File: src/rtl/flx_pkg.sv
// Shared types and constants for the flux interval to nibble decoder.
// Used by flx_div and flux_interval_to_nibble_decoder_top; no dependencies.
package flx_pkg;

    localparam int TICK_NS   = 125;
    localparam int BT_W      = 16;
    localparam int LIMIT_W   = 16;
    localparam int BYTE_W    = 8;
    localparam int HELD_W    = 3;
    localparam int MAX_OUT   = 5;
    localparam int OUT_CNT_W = $clog2(MAX_OUT + 1);

    localparam int INTV_MAX  = 2 * 255 * TICK_NS;
    localparam int INTV_W    = $clog2(INTV_MAX + 1);
    localparam int SUM_MAX   = ((1 << BT_W) - 2) + INTV_MAX + ((1 << BT_W) - 1);
    localparam int MAG_W     = $clog2(SUM_MAX + 1);
    localparam int SUM_W     = MAG_W + 1;
    localparam int DIV_W     = BT_W + 1;
    localparam int RES_W     = BT_W + 2;
    localparam int STEP_W    = $clog2(MAG_W + 1);

    localparam logic [INTV_W-1:0]    TICK2_V      = INTV_W'(2 * TICK_NS);
    localparam logic [BT_W-1:0]      DEFAULT_BT   = BT_W'(4000);
    localparam logic [LIMIT_W-1:0]   DEFAULT_LIM  = LIMIT_W'(65535);
    localparam logic [OUT_CNT_W-1:0] MAX_OUT_V    = OUT_CNT_W'(MAX_OUT);
    localparam logic [BYTE_W-1:0]    ESC_BYTE     = 8'hFF;
    localparam logic [BYTE_W-1:0]    SKIP_BYTE    = 8'h00;
    localparam logic [BYTE_W-1:0]    ESC_END_TICKS = 8'hFF;
    localparam logic [HELD_W-1:0]    HELD_FULL    = 3'd7;

    localparam logic CFG_BIT_TIME     = 1'b0;
    localparam logic CFG_NIBBLE_LIMIT = 1'b1;

    typedef enum logic [2:0] {
        ST_IDLE,
        ST_LOAD,
        ST_DIV,
        ST_FIX,
        ST_CELLS,
        ST_EMIT
    } t_state;

    typedef struct packed {
        logic             done;
        logic [MAG_W-1:0] quo;
        logic [DIV_W-1:0] rem;
    } t_div_res;

endpackage

File: src/rtl/flx_div.sv
// Iterative restoring divider, one quotient bit per cycle.
// Depends on flx_pkg for widths and the result struct.
module flx_div import flx_pkg::*; (
    input  logic             i_clk,
    input  logic             i_rst_n,
    input  logic             i_start,
    input  logic [MAG_W-1:0] i_dividend,
    input  logic [DIV_W-1:0] i_divisor,
    output t_div_res         o_res
);

    logic              r_busy, n_busy;
    logic              r_done, n_done;
    logic [STEP_W-1:0] r_cnt, n_cnt;
    logic [MAG_W-1:0]  r_quo, n_quo;
    logic [DIV_W-1:0]  r_rem, n_rem;
    logic [DIV_W-1:0]  r_dvs, n_dvs;
    logic [DIV_W:0]    w_trial;
    logic [DIV_W:0]    w_diff;
    logic              w_ge;

    always_comb begin
        w_trial = {r_rem, r_quo[MAG_W-1]};
        w_diff  = w_trial - {1'b0, r_dvs};
        w_ge    = (w_trial >= {1'b0, r_dvs});
        n_busy  = r_busy;
        n_done  = 1'b0;
        n_cnt   = r_cnt;
        n_quo   = r_quo;
        n_rem   = r_rem;
        n_dvs   = r_dvs;
        if (i_start) begin
            n_busy = 1'b1;
            n_cnt  = STEP_W'(MAG_W);
            n_quo  = i_dividend;
            n_rem  = '0;
            n_dvs  = i_divisor;
        end else if (r_busy) begin
            n_rem = w_ge ? w_diff[DIV_W-1:0] : w_trial[DIV_W-1:0];
            n_quo = {r_quo[MAG_W-2:0], w_ge};
            n_cnt = r_cnt - STEP_W'(1);
            if (r_cnt == STEP_W'(1)) begin
                n_busy = 1'b0;
                n_done = 1'b1;
            end
        end
    end

    always_ff @(posedge i_clk) begin
        if (!i_rst_n) begin
            r_busy <= 1'b0;
            r_done <= 1'b0;
            r_cnt  <= '0;
        end else begin
            r_busy <= n_busy;
            r_done <= n_done;
            r_cnt  <= n_cnt;
        end
        r_quo <= n_quo;
        r_rem <= n_rem;
        r_dvs <= n_dvs;
    end

    assign o_res.done = r_done;
    assign o_res.quo  = r_quo;
    assign o_res.rem  = r_rem;

endmodule

File: src/rtl/flux_interval_to_nibble_decoder_top.sv
// A byte that yields no interval is consumed in ST_IDLE; otherwise it passes ST_LOAD, ST_DIV (waiting on
// the divider), ST_FIX, then ST_CELLS per cell shifted and ST_EMIT per nibble, plus any output stall.
// Throughput: one byte at a time; the next transfer is taken after the last nibble leaves.
// Reset: synchronous, active low; registers return to bit_time 4000, limit 65535.
// Top level of the flux interval decoder; depends on flx_pkg and flx_div.
module flux_interval_to_nibble_decoder_top import flx_pkg::*; (
    input  logic                i_clk,
    input  logic                i_rst_n,
    input  logic                i_in_valid,
    output logic                o_in_ready,
    input  logic [BYTE_W-1:0]   i_flux_byte,
    input  logic                i_capture_end,
    output logic                o_out_valid,
    input  logic                i_out_ready,
    output logic [BYTE_W-1:0]   o_nibble,
    output logic [LIMIT_W-1:0]  o_nibble_index,
    output logic                o_run_last,
    input  logic                i_cfg_we,
    input  logic                i_cfg_idx,
    input  logic [BT_W-1:0]     i_cfg_data
);

    t_state                r_state, n_state;
    logic [BT_W-1:0]       r_bit_time;
    logic [LIMIT_W-1:0]    r_limit;
    logic                  r_esc, n_esc;
    logic signed [RES_W-1:0] r_residual, n_residual;
    logic [BYTE_W-1:0]     r_shift, n_shift;
    logic [HELD_W-1:0]     r_held, n_held;
    logic [LIMIT_W-1:0]    r_ndone, n_ndone;
    logic [OUT_CNT_W-1:0]  r_count, n_count;
    logic                  r_last, n_last;
    logic signed [SUM_W-1:0] r_sum, n_sum;
    logic [MAG_W-1:0]      r_cells, n_cells;
    logic [BYTE_W-1:0]     r_nibble, n_nibble;
    logic [LIMIT_W-1:0]    r_index, n_index;
    logic                  r_run_last, n_run_last;

    logic [BT_W-1:0]       w_bt;
    logic [DIV_W-1:0]      w_dvs;
    logic                  w_accept;
    logic                  w_have;
    logic [BYTE_W-1:0]     w_ticks;
    logic [INTV_W-1:0]     w_intv;
    logic signed [SUM_W-1:0] w_neg_sum;
    logic [MAG_W-1:0]      w_mag;
    logic                  w_start;
    logic [DIV_W-1:0]      w_modv;
    logic                  w_stop;
    logic [BYTE_W-1:0]     w_byte;
    logic [LIMIT_W-1:0]    w_ndone_inc;
    t_div_res              w_div;

    assign w_bt      = (r_bit_time == '0) ? DEFAULT_BT : r_bit_time;
    assign w_dvs     = {w_bt, 1'b0};
    assign w_accept  = i_in_valid && o_in_ready;
    assign w_neg_sum = -r_sum;
    assign w_mag     = r_sum[SUM_W-1] ? w_neg_sum[MAG_W-1:0] : r_sum[MAG_W-1:0];
    assign w_intv    = INTV_W'(w_ticks) * TICK2_V;

    flx_div u_div (
        .i_clk      (i_clk),
        .i_rst_n    (i_rst_n),
        .i_start    (w_start),
        .i_dividend (w_mag),
        .i_divisor  (w_dvs),
        .o_res      (w_div)
    );

    always_comb begin
        w_have = 1'b0;
        w_ticks = i_flux_byte;
        n_esc = r_esc;
        if (r_esc) begin
            n_esc  = 1'b0;
            w_have = 1'b1;
        end else if (i_flux_byte == ESC_BYTE) begin
            if (i_capture_end) begin
                w_ticks = ESC_END_TICKS;
                w_have  = 1'b1;
            end else begin
                n_esc = 1'b1;
            end
        end else if (i_flux_byte != SKIP_BYTE) begin
            w_have = 1'b1;
        end
        if (!w_accept) begin
            n_esc = r_esc;
        end
    end

    always_comb begin
        n_state    = r_state;
        n_residual = r_residual;
        n_shift    = r_shift;
        n_held     = r_held;
        n_ndone    = r_ndone;
        n_count    = r_count;
        n_last     = r_last;
        n_sum      = r_sum;
        n_cells    = r_cells;
        n_nibble   = r_nibble;
        n_index    = r_index;
        n_run_last = r_run_last;
        o_in_ready  = 1'b0;
        o_out_valid = 1'b0;
        w_start    = 1'b0;
        w_modv     = '0;
        w_byte     = {r_shift[BYTE_W-2:0], (r_cells == MAG_W'(1))};
        w_ndone_inc = r_ndone + LIMIT_W'(1);
        w_stop     = (r_cells == '0) || (r_ndone >= r_limit) || (r_count == MAX_OUT_V);
        case (r_state)
            ST_IDLE: begin
                o_in_ready = 1'b1;
                if (w_accept) begin
                    n_last  = i_capture_end;
                    n_count = '0;
                    n_sum   = {{(SUM_W-RES_W){r_residual[RES_W-1]}}, r_residual}
                            + $signed({{(SUM_W-INTV_W){1'b0}}, w_intv})
                            + $signed({{(SUM_W-BT_W){1'b0}}, w_bt});
                    if (w_have) begin
                        n_state = ST_LOAD;
                    end else if (i_capture_end) begin
                        n_residual = '0;
                        n_shift    = '0;
                        n_held     = '0;
                        n_ndone    = '0;
                    end
                end
            end
            ST_LOAD: begin
                w_start = 1'b1;
                n_state = ST_DIV;
            end
            ST_DIV: begin
                if (w_div.done) begin
                    n_state = ST_FIX;
                end
            end
            ST_FIX: begin
                if (!r_sum[SUM_W-1]) begin
                    w_modv  = w_div.rem;
                    n_cells = w_div.quo;
                end else begin
                    w_modv  = (w_div.rem == '0) ? '0 : (w_dvs - w_div.rem);
                    n_cells = '0;
                end
                n_residual = $signed({1'b0, w_modv}) - $signed({2'b00, w_bt});
                n_state    = ST_CELLS;
            end
            ST_CELLS: begin
                if (w_stop) begin
                    if (r_last) begin
                        n_residual = '0;
                        n_shift    = '0;
                        n_held     = '0;
                        n_ndone    = '0;
                    end
                    n_state = ST_IDLE;
                end else begin
                    n_cells = r_cells - MAG_W'(1);
                    if (r_held == HELD_FULL) begin
                        n_nibble   = w_byte;
                        n_index    = r_ndone;
                        n_run_last = !((r_cells > MAG_W'(BYTE_W))
                                    && (r_count < MAX_OUT_V - OUT_CNT_W'(1))
                                    && (w_ndone_inc < r_limit));
                        n_shift    = '0;
                        n_held     = '0;
                        n_ndone    = w_ndone_inc;
                        n_count    = r_count + OUT_CNT_W'(1);
                        n_state    = ST_EMIT;
                    end else begin
                        n_shift = w_byte;
                        n_held  = r_held + HELD_W'(1);
                    end
                end
            end
            ST_EMIT: begin
                o_out_valid = 1'b1;
                if (i_out_ready) begin
                    n_state = ST_CELLS;
                end
            end
            default: begin
                n_state = ST_IDLE;
            end
        endcase
    end

    always_ff @(posedge i_clk) begin
        if (!i_rst_n) begin
            r_state    <= ST_IDLE;
            r_bit_time <= DEFAULT_BT;
            r_limit    <= DEFAULT_LIM;
            r_esc      <= 1'b0;
            r_residual <= '0;
            r_shift    <= '0;
            r_held     <= '0;
            r_ndone    <= '0;
            r_count    <= '0;
            r_last     <= 1'b0;
        end else begin
            r_state    <= n_state;
            r_esc      <= (n_state == ST_IDLE && r_state != ST_IDLE && r_last) ? 1'b0 : n_esc;
            r_residual <= n_residual;
            r_shift    <= n_shift;
            r_held     <= n_held;
            r_ndone    <= n_ndone;
            r_count    <= n_count;
            r_last     <= n_last;
            if (i_cfg_we) begin
                case (i_cfg_idx)
                    CFG_BIT_TIME:     r_bit_time <= i_cfg_data;
                    CFG_NIBBLE_LIMIT: r_limit    <= i_cfg_data;
                    default:          r_limit    <= r_limit;
                endcase
            end
        end
        r_sum      <= n_sum;
        r_cells    <= n_cells;
        r_nibble   <= n_nibble;
        r_index    <= n_index;
        r_run_last <= n_run_last;
    end

    assign o_nibble       = r_nibble;
    assign o_nibble_index = r_index;
    assign o_run_last     = r_run_last;

    a_ready_xor_out: assert property (@(posedge i_clk) disable iff (!i_rst_n)
        !(o_in_ready && o_out_valid))
        else $error("input ready while a nibble is offered");

    a_count_cap: assert property (@(posedge i_clk) disable iff (!i_rst_n)
        r_count <= MAX_OUT_V)
        else $error("more nibbles than allowed for one byte");

    a_more_follows: assert property (@(posedge i_clk) disable iff (!i_rst_n)
        (o_out_valid && i_out_ready && !o_run_last) |=> !o_in_ready)
        else $error("item ended after a nibble not marked last");

    a_group_empty: assert property (@(posedge i_clk) disable iff (!i_rst_n)
        o_out_valid |-> (r_held == '0 && r_shift == '0))
        else $error("bit group not cleared after forming a nibble");

endmodule
File: config.mk
export PLATFORM = sky130hd
export DESIGN_NAME = flux_interval_to_nibble_decoder_top
export DESIGN_NICKNAME = d
export VERILOG_FILES = /design/src/rtl/flx_pkg.sv /design/src/rtl/flx_div.sv /design/src/rtl/flux_interval_to_nibble_decoder_top.sv
export SDC_FILE = /design/constraint.sdc
export NUM_CORES = 1
export LEC_CHECK = 0
export BUFFER_PORTS_ARGS = -buffer_cell sky130_fd_sc_hd__buf_2
export CAP_MARGIN = 20
export CORE_MARGIN = 2
export CORE_UTILIZATION = 62
export DETAILED_ROUTE_END_ITERATION = 7
export GPL_TIMING_DRIVEN = 0
export PLACE_DENSITY_LB_ADDON = 0.08
export SYNTH_ARGS = -nofsm -noshare
export SYNTH_HDL_FRONTEND = slang
export SYNTH_SLANG_ARGS = --single-unit
export TNS_END_PERCENT = 100
File: constraint.sdc
create_clock -name i_clk -period 8.6 [get_ports i_clk]
set_clock_uncertainty 0.1 [all_clocks]
set_input_delay 1.72 -clock i_clk [delete_from_list [all_inputs] [get_ports i_clk]]
set_output_delay 1.72 -clock i_clk [all_outputs]
set_load 0.03 [all_outputs]
# Yosys cells after proc, flatten, opt, wreduce, memory -nomap -nowiden
# Index checks and enable logic that the tools add are counted.
dict set report totals {
  ff_bits 204
  latchBits 0
  ram_bits 0
  romBits 0
  in_bits 31
  output_inout_bits 27
  elab_cells 161
  memories 0
}
dict set report classes {
  add_sub_neg 11
  mul 1
  div_mod_pow 0
  n_lt_le_gt_ge 5
  n_eq_ne 19
  shift 0
  n_mux 68
  bitwise_logic 4
  reduce_logical 31
}
# operator count
set ops {}
lappend ops {{2-to-1 mux 18 bit} 10}
lappend ops {{2-to-1 mux 16 bit} 7}
lappend ops {{2-to-1 mux 17 bit} 4}
lappend ops {{case mux 18 bit (3 select lines)} 1}
lappend ops {{2-to-1 mux 3 bit} 15}
lappend ops {{2-to-1 mux 7 bit} 6}
lappend ops {{case mux 18 bit (2 select lines)} 1}
lappend ops {{subtractor 17 bit} 2}
lappend ops {{case mux 16 bit (2 select lines)} 1}
lappend ops {{2-to-1 mux 8 bit} 3}
lappend ops {{adder 18 x 17 -> 19 bit} 1}
lappend ops {{adder 19 x 16 -> 19 bit} 1}
lappend ops {{equality test 18 x 1 -> 1 bit (second input constant)} 1}
lappend ops {{>= comparator 18 x 17 -> 1 bit} 1}
lappend ops {{greater-than comparator 18 x 4 -> 1 bit (second input constant)} 1}
lappend ops {{zero test 18 bit} 1}
lappend ops {{negation 18 bit} 1}
lappend ops {{case mux 3 bit (6 select lines)} 1}
lappend ops {{subtractor 17 x 16 -> 18 bit} 1}
lappend ops {{subtractor 18 x 1 -> 18 bit (second input constant)} 1}
lappend ops {{zero test 17 bit} 1}
lappend ops {{adder 16 x 1 -> 16 bit (second input constant)} 1}
lappend ops {{>= comparator 16 bit} 1}
lappend ops {{zero test 16 bit} 1}
lappend ops {{other kinds (31)} 75}

# Logic depth before layout (Yosys ltp)
# Gate-level depths: netlist (run 1).
dict set report logic_depth {
  ltp_word 11
  depth_mapped 24
  ltp_nobuf 23
}

# By module
# Synthesis (run 1) repeated with hierarchy kept, for this count alone.
dict set report hier_totals {
  cells_unflattened 1596
  hier_area_um2 14760.4
}
# mod n_inst cells_per_inst area_per_inst_um2 seq_area_each_um2
set modules_own_cells {}
lappend modules_own_cells {flux_interval_to_nibble_decoder_top 1 1265 11320.9 3543.4}
lappend modules_own_cells {flx_div 1 331 3439.5 1531.5}

# Worst setup path before layout (run 1)
# Ideal clock, no wire load.
dict set report synth_path {
  path_kind {input to register}
  from {input port i_flux_byte[0]}
  to {register r_sum[17], data pin}
  setup_ps 261
  arrival_time_ps 7127
  path_slack_ps 1112
  stages 23
  path_buffers 1
  cell_sequence {clkbuf_1 -> ha_1 -> ha_1 -> xor2_1 -> ha_1 -> fa_1 -> inv_1 -> fa_1 -> inv_1 -> ha_1 -> o21ai_0 -> a21boi_0 -> o21ai_0 -> a21boi_0 -> o21ai_0 -> nand2_1 -> o311ai_0 -> fa_1 -> ha_1 -> nand3_1 -> or3_1 -> and3_1 -> a311o_1}
}
dict set report synth_between {
  elab_chain_len 6
}
# element line
set synth_rtl {}
lappend synth_rtl {{start, declared} flux_interval_to_nibble_decoder_top.sv:11} ;# input logic [BYTE_W-1:0] i_flux_byte,
lappend synth_rtl {{equality test 8 bit or 2-to-1 mux 8 bit (tied branches)} {flux_interval_to_nibble_decoder_top.sv:77, flux_interval_to_nibble_decoder_top.sv:78}}
lappend synth_rtl {{2-to-1 mux 8 bit} flux_interval_to_nibble_decoder_top.sv:77} ;# end else if (i_flux_byte == ESC_BYTE) begin
lappend synth_rtl {{2-to-1 mux 8 bit *} flux_interval_to_nibble_decoder_top.sv:74} ;# if (r_esc) begin
lappend synth_rtl {{multiplier 8 x 7 -> 15 bit *} flux_interval_to_nibble_decoder_top.sv:59} ;# assign w_intv = INTV_W'(w_ticks) * TICK2_V;
lappend synth_rtl {{adder 18 x 17 -> 19 bit *} flux_interval_to_nibble_decoder_top.sv:119} ;# + $signed({{(SUM_W-INTV_W){1'b0}}, w_intv})
lappend synth_rtl {{adder 19 x 16 -> 19 bit *} flux_interval_to_nibble_decoder_top.sv:120} ;# + $signed({{(SUM_W-BT_W){1'b0}}, w_bt});
lappend synth_rtl {{end signal, assigned} flux_interval_to_nibble_decoder_top.sv:220} ;# r_sum <= n_sum;
lappend synth_rtl {{end, declared} flux_interval_to_nibble_decoder_top.sv:33} ;# logic signed [SUM_W-1:0] r_sum, n_sum;
# Every way passes the cells marked *; elsewhere a longest branch is shown, timed or not.
# A chain may end at the register's enable or synchronous reset.

# Final worst setup path (run 1)
# Ends and elaborated chain as after synthesis.

==> results.json, run 1 <==
{
  "status": "completed",
  "layout-drive-gt1-share_pct": 6.87,
  "grt_max_degree": 26,
  "grt_pass1_wl_um": 55800,
  "clock_path_buffers": 3,
  "regArea_um2": 5040,
  "ys.flop_type": "dfxtp_1",
  "setup_viol": 0,
  "setup.worst_path.end_class": "flip-flop",
  "worst_slew_pin_slew_ns": 0.970,
  "dp_hpwl_um": 26800,
  "hold_violations": 0,
  "ant_nets": 0,
  "first_pass_iters": 7,
  "synth_top_area_share_pct": 20.0,
  "highest_layer": "met4",
  "final_core_util_pct": 69.8,
  "dieHeight_um": 156,
  "pin_count": 58,
  "route.met3.wl_um": 1840,
  "path_buf_inv": 4,
  "critPathKind": "in -> reg",
  "slew_violations": 0,
  "holdCritPathClass": "reg -> reg",
  "initial_core_util_pct": 63.4,
  "die_x_um": 156,
  "viasPerCell": 5.99,
  "path_cells": "buf_2, clkbuf_1, ha_1, ha_1, xor2_1, ha_1, fa_1, inv_1, fa_1, inv_1, ha_1, o21ai_0, a21boi_0, o21ai_0, a21boi_0, o21ai_0, nand2_1, o311ai_0, fa_1, ha_1, nand3_1, or3_1, and3_1, a311o_1",
  "die-area_um2": 24500,
  "grt_usage_pct": 28.5,
  "synth-seq-cells": 204,
  "drv_cap": 0,
  "synth_nets": 1817,
  "synth_area_leaders": "edfxtp_1 20%, dfxtp_1 15%, ha_1 13%",
  "grt_overflow": 0,
  "cts_setup_buffers": 0,
  "async_reset_ff_share_pct": 0,
  "cp_max_fo": 6,
  "rows": 55,
  "holdWs_ns": 0.358,
  "drt-total-wl_um": 34600,
  "clock_latency_ns": 0.51,
  "n_fill_cell": 1850,
  "critPathArrivalTime_ns": 7.88,
  "netlist_top_cells_count": "167 x inv_1, 155 x nand2_1, 144 x ha_1, 108 x dfxtp_1, 102 x o21ai_0",
  "synthToLayoutAreaGrowth_pct": 10.0,
  "fin_nets": 1899,
  "synth_most_common_cell": "inv_1",
  "clock_sinks": 204,
  "post-route-drc-count": 0,
  "drt_iter0_drc": 953,
  "synth-seq-area-share_pct": 35.0,
  "peakVddDrop_uv": 306,
  "antenna_found_initial": 0,
  "crit_required_ns": 8.76,
  "grt_pass1_vias": 11200,
  "gp_congestion": 0.925,
  "max-slew-margin-rel_pct": 34.9,
  "diodes": 0,
  "cts-root-buf": "clkbuf_16",
  "synth_top_area_cell": "edfxtp_1",
  "rrSetupSlack_ns": 3.34,
  "p_leak_nw": 6.86,
  "netlist_area_um2": 14400,
  "wl_per_cell_um": 17.4,
  "critPathMaxStageDelay_ns": 0.51,
  "p_per_area_nw_per_um2": 300,
  "fin_crit_ns": 7.72,
  "vias": 11900,
  "synth.distinct_cells": 74,
  "met2_length_um": 16100,
  "fin_area_um2": 15900,
  "clkTransAtPathRegs_ns": 0.06,
  "hold_buffers": 0,
  "synth.avg_cell_area_um2": 8.98,
  "numCtsBuffers": 24,
  "fmax_mhz": 130,
  "fp.coreArea_um2": 22700,
  "tritoncts": "done",
  "slowest_stage": "fa_1",
  "synth_cells": 1604,
  "path_delay_family": "adder cells",
  "grt_setup_unrepaired": "no",
  "synth_edf_count": 96,
  "placed_area_um2": 15100,
  "tns_ns": 0,
  "cp_common_cell": "ha_1",
  "yosysWarnings": 0,
  "critPathLaunchType": "primary input",
  "m1WireLength_um": 15500,
  "fin_crit_sh_pct": 89.8,
  "multi_input_area_um2": 8450,
  "h-tree-depth": 1,
  "port_buffers": 55,
  "postCtsResizedCells": 0
}
cell type report:
cell class / instances / share of cell area, %
Multi-Input combinational cell: 1160 / 53.3
Sequential cell: 204 / 31.8
Clock buffer: 35 / 4.51
Inverter: 169 / 4.00
Tap cell: 285 / 2.25
Timing Repair Buffer: 56 / 1.91
Buffer: 71 / 1.76
Clock inverter: 8 / 0.450
power by group:
part	internal, mW	total [mW]	switching, mW
clock	0.606	1.01	0.401
sequential	1.21	1.31	0.106
combinational	1.05	2.43	1.39
sequential cells by signal (all words and copies together) (netlist names), 3 cells and up:
register        flops
u_div.r_rem        17
r_cells            18
u_div.r_cnt         5
r_bit_time         16
u_div.r_dvs        16
r_held              3
o_nibble_index     16
r_sum              19
u_div.r_quo        18
r_count             3
r_state             3
o_nibble            8
r_ndone            16
r_shift             7
r_residual         18
r_limit            16
routing by layer:
metal,global-route usage [%],up-vias
li1,-,5872
met1,39.0,5620
met2,47.4,334
met3,3.10,79
met4,9.48,0
met5,0,-
worst min-delay path, cell delays in order (launching register included):
cell     delay (ns)
dfxtp_1        0.33
nand2_1        0.04
o21ai_0        0.06
cells by family (layout without fill, tap and decap cells):
| family | count (synthesis) | after routing | share of synthesized area (%) |
|---|---|---|---|
| simple gates | 486 | 486 | 16.4 |
| compound gates | 375 | 375 | 17.2 |
| buf+inv | 240 | 339 | 6.34 |
| flops | 204 | 204 | 35.0 |
| fa+ha+maj | 182 | 182 | 17.8 |
| xor+xnor | 97 | 97 | 5.90 |
| mux | 20 | 20 | 1.41 |
layout by cell type, fill, tap and decap left out, types with 52 or more instances in the layout:
| cell | n |
|---|---|
| inv_1 | 167 |
| nand2_1 | 155 |
| ha_1 | 144 |
| dfxtp_1 | 108 |
| o21ai_0 | 102 |
| edfxtp_1 | 96 |
| nor2_1 | 87 |
| a21oi_1 | 73 |
| clkbuf_1 | 65 |
| buf_2 | 62 |
| xnor2_1 | 52 |
final timing paths:
path	startpoint	depth (start not counted)	to
hold reg to reg	r_residual[11]	2	r_residual[11]
hold / removal	r_residual[11]	2	r_residual[11]
setup / recovery	i_flux_byte[0]	24	r_sum[17]
setup reg to reg	r_bit_time[15]	20	r_residual[17]
stage by stage:
step | total power, mW | cells | worst slack, ns
2_1_floorplan | 3.21 | 1604 | 1.11
3_3_place_gp | 3.67 | 1944 | 0.388
3_5_place_dp | 3.73 | 1945 | 0.335
4_1_cts | 4.74 | 1988 | 0.852
5_1_grt | 5.13 | 1988 | 0.398
6_report | 4.75 | 1988 | 0.880
No activity file was read; power rests on OpenSTA's default activity.
==> run 2, diff against run 1 <==
CORE_ASPECT_RATIO = 1.5   (was default)
==> results.json, run 2 (same netlist as run 1, synthesis figures left out) <==
{
  "layout_commonest_cell": "inv_1",
  "grt_max_degree": 26,
  "crit_required_ns": 8.73,
  "startpoint": "i_flux_byte[0]",
  "pin_count": 58,
  "die-area_um2": 24500,
  "post-route-drc-count": 0,
  "max-slew-margin-rel_pct": 32.0,
  "drt_iter0_drc": 711,
  "numCtsBuffers": 21,
  "worstReg2RegEnd": "r_residual[17]",
  "hold_depth": 0,
  "grt_pass1_wl_um": 56000,
  "cp_max_fo": 6,
  "cts_setup_buffers": 0,
  "regMostFlops": "r_sum",
  "synthToLayoutAreaGrowth_pct": 9.22,
  "diodes": 0,
  "worst_slew_pin_slew_ns": 1.01,
  "final_cell_mix": "167 x inv_1, 155 x nand2_1, 144 x ha_1",
  "critPathMaxStageDelay_ns": 0.52,
  "antenna_found_initial": 0,
  "grt_overflow": 0,
  "port_buffers": 55,
  "preCtsSetupSlack_ns": 0.183,
  "dp_hpwl_um": 27600,
  "clock_path_buffers": 3,
  "setup_slack_ns": 0.699,
  "ant_nets": 0,
  "grt_setup_unrepaired": "no",
  "drt-total-wl_um": 34900,
  "grt_pass1_vias": 11500,
  "rrSetupSlack_ns": 3.47,
  "p_leak_nw": 6.81,
  "first_pass_iters": 6,
  "tns_ns": 0,
  "rows": 68,
  "hold_buffers": 0,
  "path_cells": "buf_2, clkbuf_1, ha_1, ha_1, xor2_1, ha_1, fa_1, inv_1, fa_1, inv_1, ha_1, o21ai_0, a21boi_0, o21ai_0, a21boi_0, o21ai_0, nand2_1, o311ai_0, fa_1, ha_1, nand3_1, or3_1, and3_1, a311o_1",
  "hold_violations": 0,
  "cts-root-buf": "clkbuf_16",
  "path_buf_inv": 4,
  "n_fill_cell": 1815,
  "multi_input_area_um2": 8450,
  "die_x_um": 128,
  "postCtsResizedCells": 0,
  "cp_common_cell": "ha_1",
  "slew_violations": 0,
  "largest_reg_flops": 19,
  "grt_usage_pct": 28.5,
  "dp_cells": 1940,
  "holdCritPathClass": "reg -> reg",
  "fmax_mhz": 127,
  "wl_per_cell_um": 17.7,
  "dieHeight_um": 191,
  "viasPerCell": 6.01,
  "clock_latency_ns": 0.50,
  "clkTransAtPathRegs_ns": 0.06,
  "placed_area_um2": 15100,
  "path_delay_family": "adder cells",
  "critPathKind": "in -> reg",
  "regArea_um2": 5040,
  "critPathArrivalTime_ns": 8.03,
  "r2r_cells": 20,
  "drv_cap": 0,
  "setup.worst_path.end_class": "flip-flop",
  "setup_viol": 0,
  "layout-drive-gt1-share_pct": 6.66,
  "status": "completed",
  "peakVddDrop_uv": 347,
  "h-tree-depth": 1,
  "cp.depth": 24,
  "clock_sinks": 204,
  "p_per_area_nw_per_um2": 300,
  "initial_core_util_pct": 63.0,
  "fp.coreArea_um2": 22900,
  "tritoncts": "done",
  "vias": 11900,
  "fin_area_um2": 15700,
  "endpoint": "r_sum[17]",
  "gp_congestion": 0.937,
  "critPathLaunchType": "primary input",
  "fin_crit_ns": 7.90,
  "slowest_stage": "o311ai_0",
  "final_cells": 1977,
  "rr_startpoint": "r_bit_time[15]",
  "fin_crit_sh_pct": 91.9,
  "fin_nets": 1896
}
==> run 2: changes by cell type in the layout (fill, tap and decap cells not counted) <==
| cell | delta |
|---|---|
| clkinvlp_4 | -1 |
| clkbuf_16 | -5 |
| clkbuf_8 | -1 |
| inv_6 | -1 |
| clkinv_2 | +1 |
| clkinv_4 | +1 |
| clkinv_1 | +2 |
| clkbuf_1 | -4 |
| inv_4 | +1 |
| bufinv_16 | +1 |
==> run 2: how the worst min path moves through the flow <==
stage / startpoint / to / slack, ns
2_1_floorplan: r_shift[6] / o_nibble[7] / 0.31
3_5_place_dp: r_shift[6] / o_nibble[7] / 0.32
5_1_grt: r_shift[6] / o_nibble[7] / 0.36
3_3_place_gp: r_shift[6] / o_nibble[7] / 0.34
6_report: r_shift[6] / o_nibble[7] / 0.35
4_1_cts: r_shift[6] / o_nibble[7] / 0.35
==> run 2: area by class of cell <==
cell class	instances	share of cell area (%)
tap	280	2.23
inverter	169	4.03
sequential	204	32.1
multi-input combinational	1160	53.7
clock buffer	25	3.56
buffer	71	1.77
timing repair buffer	56	1.92
clock inverter	12	0.716
==> run 2: power breakdown <==
group	internal, mW	total [mW]	switching, mW	leakage, nW
clock	0.525	0.901	0.376	0.337
sequential	1.21	1.31	0.104	1.79
combinational	1.05	2.51	1.46	4.69
==> run 2: worst register-to-register path, delay by kind of cell, from the launching register on <==
kind	cells	cell delay, ns
AOI/OAI and AO/OA	9	1.70
xor gates and xnor gates	1	0.16
adders and majority gates	2	0.72
buffers and inverters	1	0.48
DFF	1	0.31
and+or+nand+nor	7	1.60
==> run 2: per-stage QoR <==
| stage | hold WS [ns] | power (mW) | utilization, % |
|---|---|---|---|
| 2_1_floorplan | 0.309 | 3.21 | - |
| 3_5_place_dp | 0.324 | 3.80 | 65.8 |
| 6_report | 0.354 | 4.72 | 68.8 |
| 4_1_cts | 0.352 | 4.71 | 68.8 |
| 5_1_grt | 0.362 | 5.07 | 68.8 |
| 3_3_place_gp | 0.338 | 3.75 | 65.7 |
==> run 2: layer usage <==
layer | vias up | global-route usage, % | part of all wire, %
met5 | - | 0 | 0
met1 | 5605 | 32.1 | 39
met2 | 310 | 53.1 | 52
met3 | 107 | 2.89 | 4.0
met4 | 0 | 13.6 | 4.8
li1 | 5857 | - | -
